### config.mk
export PLATFORM = sky130hd
export DESIGN_NAME = cpi_ctrl
export DESIGN_NICKNAME = d
export VERILOG_FILES = /design/src/rtl/cpi_pkg.sv /design/src/rtl/cpi_ctrl.sv
export SDC_FILE = /design/constraint.sdc
export NUM_CORES = 1
export LEC_CHECK = 0
export BUFFER_PORTS_ARGS = -buffer_cell sky130_fd_sc_hd__buf_2
export CAP_MARGIN = 20
export CORE_AREA = 2 2 39 41
export DETAILED_ROUTE_END_ITERATION = 8
export DIE_AREA = 0 0 41 43
export HOLD_SLACK_MARGIN = 0.12
export REMOVE_ABC_BUFFERS = 1
export SLEW_MARGIN = 20
export SYNTH_ARGS = -nofsm -noshare
export SYNTH_HDL_FRONTEND = slang
export SYNTH_SLANG_ARGS = --single-unit
### constraint.sdc
create_clock -name clk -period 1.3 [get_ports clk]
set_input_delay 0.065 -clock clk [delete_from_list [all_inputs] [get_ports clk]]
set_output_delay 0.065 -clock clk [all_outputs]
set_load 0.02 [all_outputs]
### src/rtl/cpi_pkg.sv
`timescale 1ns / 1ps
// ----------------------------------------------------------------------------
// cpi_pkg
// Shared types, register map, reset values and command codes of the cascaded
// PI controller.
// ----------------------------------------------------------------------------
package cpi_pkg;

  localparam int SIG_W_DEFAULT = 32;
  localparam int IO_W          = 32;
  localparam int GAIN_W        = 32;
  localparam int DECAY_W       = 25;
  localparam int LIMIT_W       = 31;
  localparam int MUL_FRAC      = 24;
  localparam int CFG_IDX_W     = 8;
  localparam int CFG_DATA_W    = 32;
  localparam int IN_TDATA_W    = 3 * IO_W;
  localparam int OUT_TDATA_W   = 136;
  localparam int OUT_PAD_W     = OUT_TDATA_W - 4 * IO_W - 2;

  // register map
  localparam logic [CFG_IDX_W-1:0] REG_KP_OUTER       = 8'd0;
  localparam logic [CFG_IDX_W-1:0] REG_KP_OUTER_RECIP = 8'd1;
  localparam logic [CFG_IDX_W-1:0] REG_DECAY_OUTER    = 8'd2;
  localparam logic [CFG_IDX_W-1:0] REG_LIMIT_OUTER    = 8'd3;
  localparam logic [CFG_IDX_W-1:0] REG_KP_INNER       = 8'd4;
  localparam logic [CFG_IDX_W-1:0] REG_KP_INNER_RECIP = 8'd5;
  localparam logic [CFG_IDX_W-1:0] REG_DECAY_INNER    = 8'd6;
  localparam logic [CFG_IDX_W-1:0] REG_LIMIT_INNER    = 8'd7;

  // reset values
  localparam logic signed [GAIN_W-1:0] KP_OUTER_RST       = 32'sd838861;
  localparam logic signed [GAIN_W-1:0] KP_OUTER_RECIP_RST = 32'sd335544320;
  localparam logic [DECAY_W-1:0]       DECAY_OUTER_RST    = 25'd16777174;
  localparam logic [LIMIT_W-1:0]       LIMIT_OUTER_RST    = 31'd1966080;
  localparam logic signed [GAIN_W-1:0] KP_INNER_RST       = -32'sd838861;
  localparam logic signed [GAIN_W-1:0] KP_INNER_RECIP_RST = -32'sd335544320;
  localparam logic [DECAY_W-1:0]       DECAY_INNER_RST    = 25'd16777182;
  localparam logic [LIMIT_W-1:0]       LIMIT_INNER_RST    = 31'd262144;

  typedef enum logic [3:0] {
    OP_NONE,
    OP_LOAD,
    OP_ERR,
    OP_DIFF,
    OP_MUL_RECIP,
    OP_MUL_DECAY,
    OP_MUL_KP,
    OP_ADD_PE,
    OP_SUB_E,
    OP_ADD_PUS,
    OP_COMMIT,
    OP_EMIT
  } cpi_op_t;

  typedef enum logic {
    LOOP_OUTER,
    LOOP_INNER
  } cpi_loop_t;

  typedef enum logic [3:0] {
    S_IDLE,
    S_ERR,
    S_DIFF,
    S_MUL_R,
    S_WAIT_R,
    S_MUL_D,
    S_WAIT_D,
    S_MUL_K,
    S_WAIT_K,
    S_COMMIT,
    S_EMIT
  } cpi_state_t;

  typedef struct packed {
    cpi_op_t   op;
    cpi_loop_t loop;
  } cpi_cmd_t;

  typedef struct packed {
    logic mul_busy;
    logic out_free;
  } cpi_status_t;

endpackage

### src/rtl/cpi_ctrl.sv
`timescale 1ns / 1ps
// ----------------------------------------------------------------------------
// cpi_ctrl
// Sequencer of the cascaded PI controller: runs the outer loop, then the
// inner loop, then hands the result to the output register.
// ----------------------------------------------------------------------------
module cpi_ctrl import cpi_pkg::*; (
  input  logic        clk,
  input  logic        rst_n,
  input  logic        in_tvalid,
  output logic        in_tready,
  output cpi_cmd_t    cmd,
  input  cpi_status_t status
);

  cpi_state_t state_r, state_nxt;
  cpi_loop_t  loop_r, loop_nxt;

  always_ff @(posedge clk) begin
    if (!rst_n) begin
      state_r <= S_IDLE;
      loop_r  <= LOOP_OUTER;
    end else begin
      state_r <= state_nxt;
      loop_r  <= loop_nxt;
    end
  end

  always_comb begin
    state_nxt = state_r;
    loop_nxt  = loop_r;
    cmd.op    = OP_NONE;
    cmd.loop  = loop_r;
    in_tready = 1'b0;
    case (state_r)
      S_IDLE: begin
        in_tready = 1'b1;
        if (in_tvalid) begin
          cmd.op    = OP_LOAD;
          loop_nxt  = LOOP_OUTER;
          state_nxt = S_ERR;
        end
      end
      S_ERR: begin
        cmd.op    = OP_ERR;
        state_nxt = S_DIFF;
      end
      S_DIFF: begin
        cmd.op    = OP_DIFF;
        state_nxt = S_MUL_R;
      end
      S_MUL_R: begin
        cmd.op    = OP_MUL_RECIP;
        state_nxt = S_WAIT_R;
      end
      S_WAIT_R: begin
        if (!status.mul_busy) begin
          cmd.op    = OP_ADD_PE;
          state_nxt = S_MUL_D;
        end
      end
      S_MUL_D: begin
        cmd.op    = OP_MUL_DECAY;
        state_nxt = S_WAIT_D;
      end
      S_WAIT_D: begin
        if (!status.mul_busy) begin
          cmd.op    = OP_SUB_E;
          state_nxt = S_MUL_K;
        end
      end
      S_MUL_K: begin
        cmd.op    = OP_MUL_KP;
        state_nxt = S_WAIT_K;
      end
      S_WAIT_K: begin
        if (!status.mul_busy) begin
          cmd.op    = OP_ADD_PUS;
          state_nxt = S_COMMIT;
        end
      end
      S_COMMIT: begin
        cmd.op = OP_COMMIT;
        if (loop_r == LOOP_OUTER) begin
          loop_nxt  = LOOP_INNER;
          state_nxt = S_ERR;
        end else begin
          state_nxt = S_EMIT;
        end
      end
      S_EMIT: begin
        if (status.out_free) begin
          cmd.op    = OP_EMIT;
          state_nxt = S_IDLE;
        end
      end
      default: state_nxt = S_IDLE;
    endcase
  end

  a_mul_idle: assert property (@(posedge clk) disable iff (!rst_n)
    (cmd.op == OP_MUL_RECIP || cmd.op == OP_MUL_DECAY || cmd.op == OP_MUL_KP)
      |-> !status.mul_busy)
    else $error("multiply issued while multiplier busy");

  a_load_outer: assert property (@(posedge clk) disable iff (!rst_n)
    (cmd.op == OP_LOAD) |=> (state_r == S_ERR && loop_r == LOOP_OUTER))
    else $error("new request did not start with the outer loop");

endmodule

Word level (Yosys, flattened, before mapping):

Index checks and enable logic that the tools add are counted.

* reductions and logical operators: 4
* eq/ne operators: 15
* muxes and demuxes: 16

Operators by type and width (number)
* 4-bit case mux with 11 select lines: 2
* 4-bit 2-to-1 mux: 9
* 4-bit by 3-bit equality test with 1-bit output, second input constant: 4
* 4-bit equality test, second input constant: 3
* 2-bit != test, second input constant: 5
* 4-bit by 2-bit equality test with 1-bit output, second input constant: 2
* 5-bit AND reduction: 1
* 4-bit by 1-bit equality test with 1-bit output, second input constant: 1
* 4-bit logical NOT: 1
* 1-bit 2-to-1 mux: 3
* 3-bit 2-to-1 mux: 1
* 1-bit case mux with 2 select lines: 1
* 2-bit AND reduction: 1
* 2-bit nonzero test: 1

* output and inout bits: 6
* word-level logic and storage cells: 37
* register bits: 5
* input port bits: 5

Longest topological paths before layout:

Gate-level depths: netlist of run 1.

* word-level depth: 3
* gate-level depth with buffers: 5
* mapped depth without buffers: 4

Worst setup path before layout of run 1:

Ideal clock, no wire load.

* path type: register to output
* from: register state_r[3]
* to: output cmd[4] (netlist bit)
* arrival: 1.300 ns
* path slack: -0.065 ns
* data required time: 1.235 ns
* stages on the path, launching flop included: 4
* path through: dfxtp_1 clkbuf_1 a31oi_1 o32ai_1

RTL lines
* from (decl): line cpi_ctrl.sv:16 `cpi_state_t state_r, state_nxt;`
* from (signal assigned): line cpi_ctrl.sv:24 `state_r <= state_nxt;`
* to (decl): line cpi_ctrl.sv:12 `output cpi_cmd_t cmd,`

==> results of run 1 <==
kinds of logic (layout without fill, tap and decap cells):
kind of cell / after synthesis / count (layout)
xor gates and xnor gates: 2 / 2
buffers and inverters: 8 / 32
DFF: 5 / 5
muxes: 1 / 1
AOI/OAI and AO/OA: 18 / 18
and+or+nand+nor: 27 / 27
metal layers:
layer	global-route usage [%]	vias to the layer above	wire, um
met5	0	-	0
met4	8.00	0	30
met3	2.09	4	42
met2	24.4	15	769
met1	22.3	250	637
li1	-	270	-
cell usage in the layout, fill, tap and decap left out, types with 3 or more instances in the layout:
master    synthesis  routed
clkbuf_4          0       3
buf_4             3      10
nand2_1           7       7
a21oi_1           3       3
dfxtp_4           0       4
nor2_4            0       3
buf_6             1       8
inv_1             3       3
buf_2             0       6
worst paths after layout:
| check | startpoint | to | depth (start not counted) |
|---|---|---|---|
| worst max register to register | state_r[1] | state_r[1] | 5 |
| worst min register to register | loop_r | loop_r | 2 |
| worst min-delay path | in_tvalid | loop_r | 4 |
| worst max-delay path | state_r[0] | cmd[1] | 4 |
what timing repair did:
item / in CTS / in global routing
endpoints found under the setup margin: 5 / 8
gates resized for setup: 15 / 22
hold buffers: 1 / 0
endpoints found under the hold margin: 1 / 0
buffers inserted: 2 / 1
pin swaps: 3 / 5
where the power goes:
part | internal (mW) | leakage, nW | switching, mW | total (mW)
registers | 0.175 | 0.0436 | 0.0373 | 0.212
clock network | 0.116 | 0.0150 | 0.0570 | 0.173
logic | 0.294 | 0.239 | 0.277 | 0.570
per-stage QoR:
stage	hold slack, ns	setup WS [ns]
after floorplan	0.191	-0.102
after global placement	0.368	-0.00969
after detailed placement	0.370	0.0164
after CTS	0.252	-0.108
after global routing	0.309	-0.190
final	0.301	-0.112
cell type report:
type	count	area, sq um	share of cell area, %
well taps	16	20.0	2.60
clock buffers	4	26.3	3.41
repair buffers	25	205	26.7
flip-flops and latches	5	115	15.0
multi-input cells	48	392	50.9
inverters	3	11.3	1.46
registers in the layout, indices dropped and copies added, names as in the netlist:
| name | count |
|---|---|
| loop_r | 1 |
| state_r | 4 |
critical path: stages, from the launching register on:
cell	delay (ns)
dfxtp_4	0.37
nor2b_1	0.31
o31a_1	0.20
o22ai_2	0.09
buf_6	0.15
==> qor.yml, run 1 <==
outcome:
  status: "complete, but fails checks"
  violations: "setup timing"
setup_path:
  end_kind: "output port"
  required_ns: 1.24
  cp-start-kind: "register"
  arrival_ns: 1.35
  critical_path_class: "reg -> out"
  cp_max_fo: 5
  reg2reg_slack_ns: 0
global_route:
  grt_antenna_before_repair: 0
  grt_start_max_net_pins: 11
  grt_pass1_vias: 465
  track_usage_pct: 16.4
  grt_overflow: 0
  grt_pass1_wl_um: 1990
floorplanning:
  io_pins: 11
  dieArea_sq_um: 1760
  die_w_um: 41
  coreArea_sq_um: 1380
  rows: 14
  initial_utilization_pct: 32.5
  fp.dieH_um: 43
pwr:
  power_density_nw_per_um2: 1240
  p_leak_nw: 0.297
  p_total_mw: 0.955
  peakVddDrop_v: 0.000662
sta:
  setup_violations: 3
  worst_slack_ns: -0.112
  relSlewSlack_pct: 76.4
  fin_skew_ns: 0.00330
  period_share_pct: 109
  max_freq_mhz: 708
  drv_slew: 0
  hold_viol: 0
  finalSetupTns_ns: -0.289
  min_period_ns: 1.41
  worst_slew_pin_slew_ns: 0.353
  rsz0062_at_grt: "true"
yosys:
  synth-simple-area-share_pct: 32.0
  muxShareOfSynthArea_pct: 2.23
  ys_top_cells_by_count: "nand2_1, dfxtp_1, nor2_1"
  ys.flop_type: "dfxtp_1"
  synth_cell_types: 32
  synth_top_area_share_pct: 22.3
  syn-mean-instance-area_sq_um: 7.36
  synth-seq-area-share_pct: 22.3
  ys_ff_latch: 5
  synth_most_common_cell: "nand2_1"
  synth-xor-area-share_pct: 3.90
  synth_edf_count: 0
  synth_compound_area_share_pct: 28.7
  syn-instance-count: 61
  async_flop_share_pct: 0
  syn-cell-area_sq_um: 449
  synth_area_leaders: "dfxtp_1, nand2_1, buf_4, nor2_1, a22o_4"
  yosys.area.top_type: "dfxtp_1"
  synth_warnings: 0
  synth_fa_ha_area_share_pct: 0
  synth_top_family_by_area: "simple AND/OR/NAND/NOR gates"
run:
  maxCapViolations: 0
detailed_routing:
  drt_iter0_markers: 11
  via_per_inst: 5.34
  final_antenna_net_count: 0
  wire_per_inst_um: 14.7
  wl_um: 1480
  via_count: 539
  drc: 0
  dr.pass1.iters: 4
placement:
  numPortBuffers: 10
  placedInstanceArea_sq_um: 564
  hpwl_um: 892
  gpl.final_weighted_congestion: 0.872
  placed_cells: 93
cts:
  clock_path_buffers: 2
  insertion_delay_ns: 0.24
  cts_root_buf: "clkbuf_4"
  cts_tree: "yes"
  clock-sinks: 5
  numCtsBuffers: 3
  cts-htree-levels: 1
  path_clk_slew_ns: 0.04
cells_and_area:
  syn_to_final_growth_pct: 71.3
  fin_nets: 91
  fill_cells: 128
  finish.utilization_pct: 55.6
  design_area_sq_um: 769
  drive_gt1_share_pct: 55.3
  antennaDiodeCount: 0
  final_cells: 101
hold_path:
  hold_class: "in -> reg"
Power figures use the tool's default switching activity.
==> inputs of run 2 (changes only) <==
--- a/config.mk
+++ b/config.mk
@@ -8,6 +8,7 @@
 export BUFFER_PORTS_ARGS = -buffer_cell sky130_fd_sc_hd__buf_2
 export CAP_MARGIN = 20
 export CORE_AREA = 2 2 39 41
+export CTS_BUF_LIST = sky130_fd_sc_hd__clkbuf_4
 export DETAILED_ROUTE_END_ITERATION = 8
 export DIE_AREA = 0 0 41 43
 export HOLD_SLACK_MARGIN = 0.12
==> run 2 against run 1 <==
The flow still finishes with violations (setup timing). Worst setup slack got worse by 0.0012 ns. Fmax about the same. Utilization increased by 0.27 points. Worst hold slack about the same. Clock power increased by 12%. Non-clock buffer count unchanged. Register-to-register slack about the same.
==> qor.yml, run 2 (synthesized netlist as in run 1, its figures left out) <==
cells_and_area:
  fill_cells: 127
  layout_commonest_cell: "buf_4"
  finish.utilization_pct: 55.9
  regMostFlops: "state_r"
  antennaDiodeCount: 0
  fin_nets: 91
  drive_gt1_share_pct: 56.5
  syn_to_final_growth_pct: 72.1
  largest_register_ffs: 4
  design_area_sq_um: 773
  final_cell_mix: "buf_4, buf_6, nand2_1, buf_2"
  reg_top3: "state_r x4, loop_r x1"
setup_path:
  end_kind: "output port"
  cp-start-kind: "register"
  r2r_start: "state_r[1]"
  critical_path_class: "reg -> out"
  required_ns: 1.24
  cp_max_fo: 5
  critPathLaunch: "state_r[0]"
  arrival_ns: 1.35
run:
  maxCapViolations: 0
floorplanning:
  rows: 14
  initial_utilization_pct: 32.5
  dieArea_sq_um: 1760
  coreArea_sq_um: 1380
  fp.dieH_um: 43
  io_pins: 11
  die_w_um: 41
placement:
  gpl.final_weighted_congestion: 0.872
  numPortBuffers: 10
  dp_slack_ns: 0.0164
  hpwl_um: 892
  placedInstanceArea_sq_um: 564
detailed_routing:
  via_per_inst: 5.34
  wire_per_inst_um: 14.7
  wl_um: 1480
  dr.pass1.iters: 4
  final_antenna_net_count: 0
  via_count: 539
  drt_iter0_markers: 11
  drc: 0
global_route:
  grt_pass1_wl_um: 1990
  grt_antenna_before_repair: 0
  grt_start_max_net_pins: 11
  track_usage_pct: 16.4
  grt_pass1_vias: 465
  grt_overflow: 0
sta:
  worst_slew_pin_slew_ns: 0.353
  setup_violations: 3
  hold_viol: 0
  whs_ns: 0.301
  drv_slew: 0
  relSlewSlack_pct: 76.4
  worst_slack_ns: -0.113
  max_freq_mhz: 708
  min_period_ns: 1.41
  rsz0062_at_grt: "true"
  fin_skew_ns: 0.00261
  period_share_pct: 109
cts:
  cts-htree-levels: 1
  clock_path_buffers: 2
  path_clk_slew_ns: 0.04
  cts_tree: "yes"
  clock-sinks: 5
  insertion_delay_ns: 0.24
  numCtsBuffers: 3
  cts_root_buf: "clkbuf_4"
pwr:
  power_density_nw_per_um2: 1260
  p_leak_nw: 0.301
  peakVddDrop_v: 0.000770
outcome:
  violations: "setup timing"
  status: "complete, but fails checks"
hold_path:
  hold_class: "in -> reg"
  min_from: "in_tvalid"
==> run 2: where the power goes <==
| group | switching (mW) | leakage, nW | internal (mW) |
|---|---|---|---|
| clock network | 0.0580 | 0.0184 | 0.136 |
| logic | 0.277 | 0.239 | 0.294 |
| registers | 0.0373 | 0.0436 | 0.175 |
==> run 2: worst paths after layout <==
check,to,slack [ns],cells after the start
min,loop_r,0.30,4
min reg2reg,loop_r,0.60,2
max reg2reg,state_r[1],0,5
max,cmd[1],-0.11,4
==> run 2: critical path, cell delays in order, from the launching register on <==
cell and delay [ns]:
dfxtp_4 0.37, nor2b_1 0.31, o31a_1 0.20, o22ai_2 0.09, buf_6 0.15
==> run 2: stage by stage <==
stage          total power [mW]  TNS (ns)  std cells
2_1_floorplan             0.446    -0.147         56
3_3_place_gp              0.600  -0.00969         93
3_5_place_dp              0.602         0         93
4_1_cts                   0.876    -0.339        100
5_1_grt                    1.05    -0.603        101
6_report                  0.977    -0.293        101
==> run 2: layer usage <==
layer / up-vias / wire length, um / global-route usage [%] / part of all wire (%)
met5: - / 0 / 0 / 0
met4: 0 / 30 / 8.00 / 2.0
met3: 4 / 42 / 2.09 / 2.8
met2: 15 / 768 / 24.4 / 52
met1: 249 / 639 / 22.3 / 43
li1: 271 / - / - / -
==> run 2: cell type report <==
| cell class | instances | area (sq um) | share of cell area, % |
|---|---|---|---|
| multi-input combinational | 48 | 392 | 50.6 |
| timing repair buffer | 25 | 205 | 26.5 |
| sequential | 5 | 115 | 14.9 |
| clock buffer | 4 | 30.0 | 3.88 |
| tap | 16 | 20.0 | 2.59 |
| inverter | 3 | 11.3 | 1.46 |
==> run 2: timing repair <==
item | CTS | global route
gates resized for setup | 15 | 22
endpoints found under the setup margin | 5 | 8
hold endpoints to repair | 1 | 0
setup buffers | 2 | 1
pin swaps | 3 | 5
hold buffers | 1 | 0
==> inputs of run 3 (changes only) <==
==> constraint.sdc (replaced) <==
create_clock -name clk -period 1.5 [get_ports clk]
set_input_delay 0.075 -clock clk [delete_from_list [all_inputs] [get_ports clk]]
set_output_delay 0.075 -clock clk [all_outputs]
set_load 0.02 [all_outputs]
==> run 3 against run 2 <==
The run now ends clean. Sequential share of layout area is 4.0 points higher. Clock skew is 0.0039 ns higher. Wire length is 22% lower. Critical path depth stayed put. Non-clock buffer count is 10 lower. Clock power is 11% lower. Sequential power is 13% lower. Sequential cell count stayed put. Worst hold slack worse by 0.17 ns. Utilization is 14 points lower. Critical path type unchanged.
==> qor.yml, run 3 (synthesized netlist as in run 1, its figures left out) <==
outcome:
  status: "completed"
sta:
  min_period_ns: 1.45
  max_freq_mhz: 688
  period_share_pct: 96.8
  drv_slew: 0
  worst_slew_pin_slew_ns: 0.291
  hold_viol: 0
  rsz0062_at_grt: "true"
  whs_ns: 0.127
  setup_violations: 0
  fin_skew_ns: 0.00652
  relSlewSlack_pct: 80.5
cells_and_area:
  finish.utilization_pct: 42.0
  largest_register_ffs: 4
  syn_to_final_growth_pct: 29.5
  final_cell_mix: "buf_2, nand2_1, buf_4, nor2_1, clkbuf_4"
  antennaDiodeCount: 0
  fin_nets: 81
  drive_gt1_share_pct: 38.7
  layout_commonest_cell: "buf_2"
  reg_top3: "state_r x4, loop_r x1"
  regMostFlops: "state_r"
pwr:
  clockPowerShare_pct: 25.7
  netSwitchingFraction_pct: 39.6
  power_density_nw_per_um2: 1150
  p_switching_mw: 0.266
  power.internal_mw: 0.405
  combPwrFrac_pct: 46.9
  peakVddDrop_v: 0.000518
  p_leak_nw: 0.230
  pwr-share-seq_pct: 27.5
global_route:
  grt_start_max_net_pins: 11
  grt_overflow: 0
  grt_pass1_vias: 393
  grt_pass1_wl_um: 1650
  grt_antenna_before_repair: 0
  track_usage_pct: 13.8
setup_path:
  end_kind: "output port"
  arrival_ns: 1.38
  r2r-end: "state_r[1]"
  required_ns: 1.42
  critical_path_class: "reg -> out"
  r2r_cells: 5
  cp_max_fo: 9
  reg2reg_slack_ns: 0.08
  r2r_start: "state_r[3]"
  cp-start-kind: "register"
floorplanning:
  rows: 14
  die_w_um: 41
  io_pins: 11
  dieArea_sq_um: 1760
  initial_utilization_pct: 32.5
  fp.dieH_um: 43
  coreArea_sq_um: 1380
detailed_routing:
  final_antenna_net_count: 0
  drc: 0
  dr.pass1.iters: 4
  wire_per_inst_um: 12.7
  via_count: 509
  drt_iter0_markers: 8
  wl_um: 1160
  via_per_inst: 5.59
run:
  maxCapViolations: 0
hold_path:
  min_to: "state_r[0]"
  min_from: "rst_n"
  hold_class: "in -> reg"
  hold_path_depth: 3
cts:
  cts-htree-levels: 1
  clock_path_buffers: 2
  numCtsBuffers: 3
  insertion_delay_ns: 0.24
  cts_tree: "yes"
  clock-sinks: 5
  path_clk_slew_ns: 0.05
  cts_root_buf: "clkbuf_4"
placement:
  hpwl_um: 806
  numPortBuffers: 10
  gpl.final_weighted_congestion: 0.795
## run 3: changes by cell type in the layout (fill, tap and decap cells not counted), moves of 2 or more
cell / delta
buf_2: +3
buf_4: -4
buf_6: -8
dfxtp_2: +2
dfxtp_4: -2
nor2_1: +3
nor2_2: -2
## run 3: area by class of cell
class                      count  area, sq um
fill                         146          802
multi-input combinational     48          320
sequential                     5          110
timing repair buffer          15         90.1
clock buffer                   4         30.0
tap                           16         20.0
inverter                       3         11.3
## run 3: routing by layer
layer / global-route usage (%) / share of wire (%) / vias up
met5: 0 / 0 / -
met4: 7.33 / 0.95 / 0
met3: 4.71 / 4.2 / 2
met2: 18.1 / 50 / 16
met1: 19.0 / 45 / 242
li1: - / - / 249
## run 3: how the worst max path moves through the flow
| stage | startpoint | to | slack [ns] | cells past startpoint |
|---|---|---|---|---|
| finish | state_r[2] | cmd[1] | 0.05 | 4 |
| global route | state_r[3] | cmd[4] | -0.03 | 5 |
| CTS | state_r[2] | cmd[1] | 0.01 | 4 |
| detailed placement | state_r[1] | state_r[1] | 0.10 | 4 |
| global placement | state_r[1] | state_r[1] | 0.13 | 4 |
| floorplan | state_r[3] | cmd[4] | 0.09 | 4 |
## run 3: power by group through the flow
stage	clock network [mW]	registers [mW]	logic, mW
CTS	0.178	0.181	0.303
detailed placement	0	0.180	0.299
finish	0.172	0.184	0.314
global route	0.189	0.187	0.346
global placement	0	0.180	0.300
floorplan	0	0.186	0.201
## run 3: metrics by stage
stage	setup slack, ns	area [sq um]	power (mW)	std cells	TNS [ns]
after CTS	0.00990	542	0.662	89	0
after detailed placement	0.104	504	0.479	85	0
after global routing	-0.0261	582	0.722	91	-0.0267
after floorplan	0.0883	412	0.387	56	0
final	0.0475	582	0.671	91	0
after global placement	0.129	504	0.480	85	0
## run 3: what timing repair did
item                       in CTS  in global routing
pin swaps                       0                  2
setup buffers                   0                  2
hold buffers                    0                  0
gates resized for setup         3                  8
setup endpoints to repair       2                  3
## run 3: critical path, cell delays in order (launching register included)
cell,delay (ns)
dfxtp_4,0.41
inv_1,0.10
o31a_1,0.28
o22ai_1,0.18
buf_4,0.17
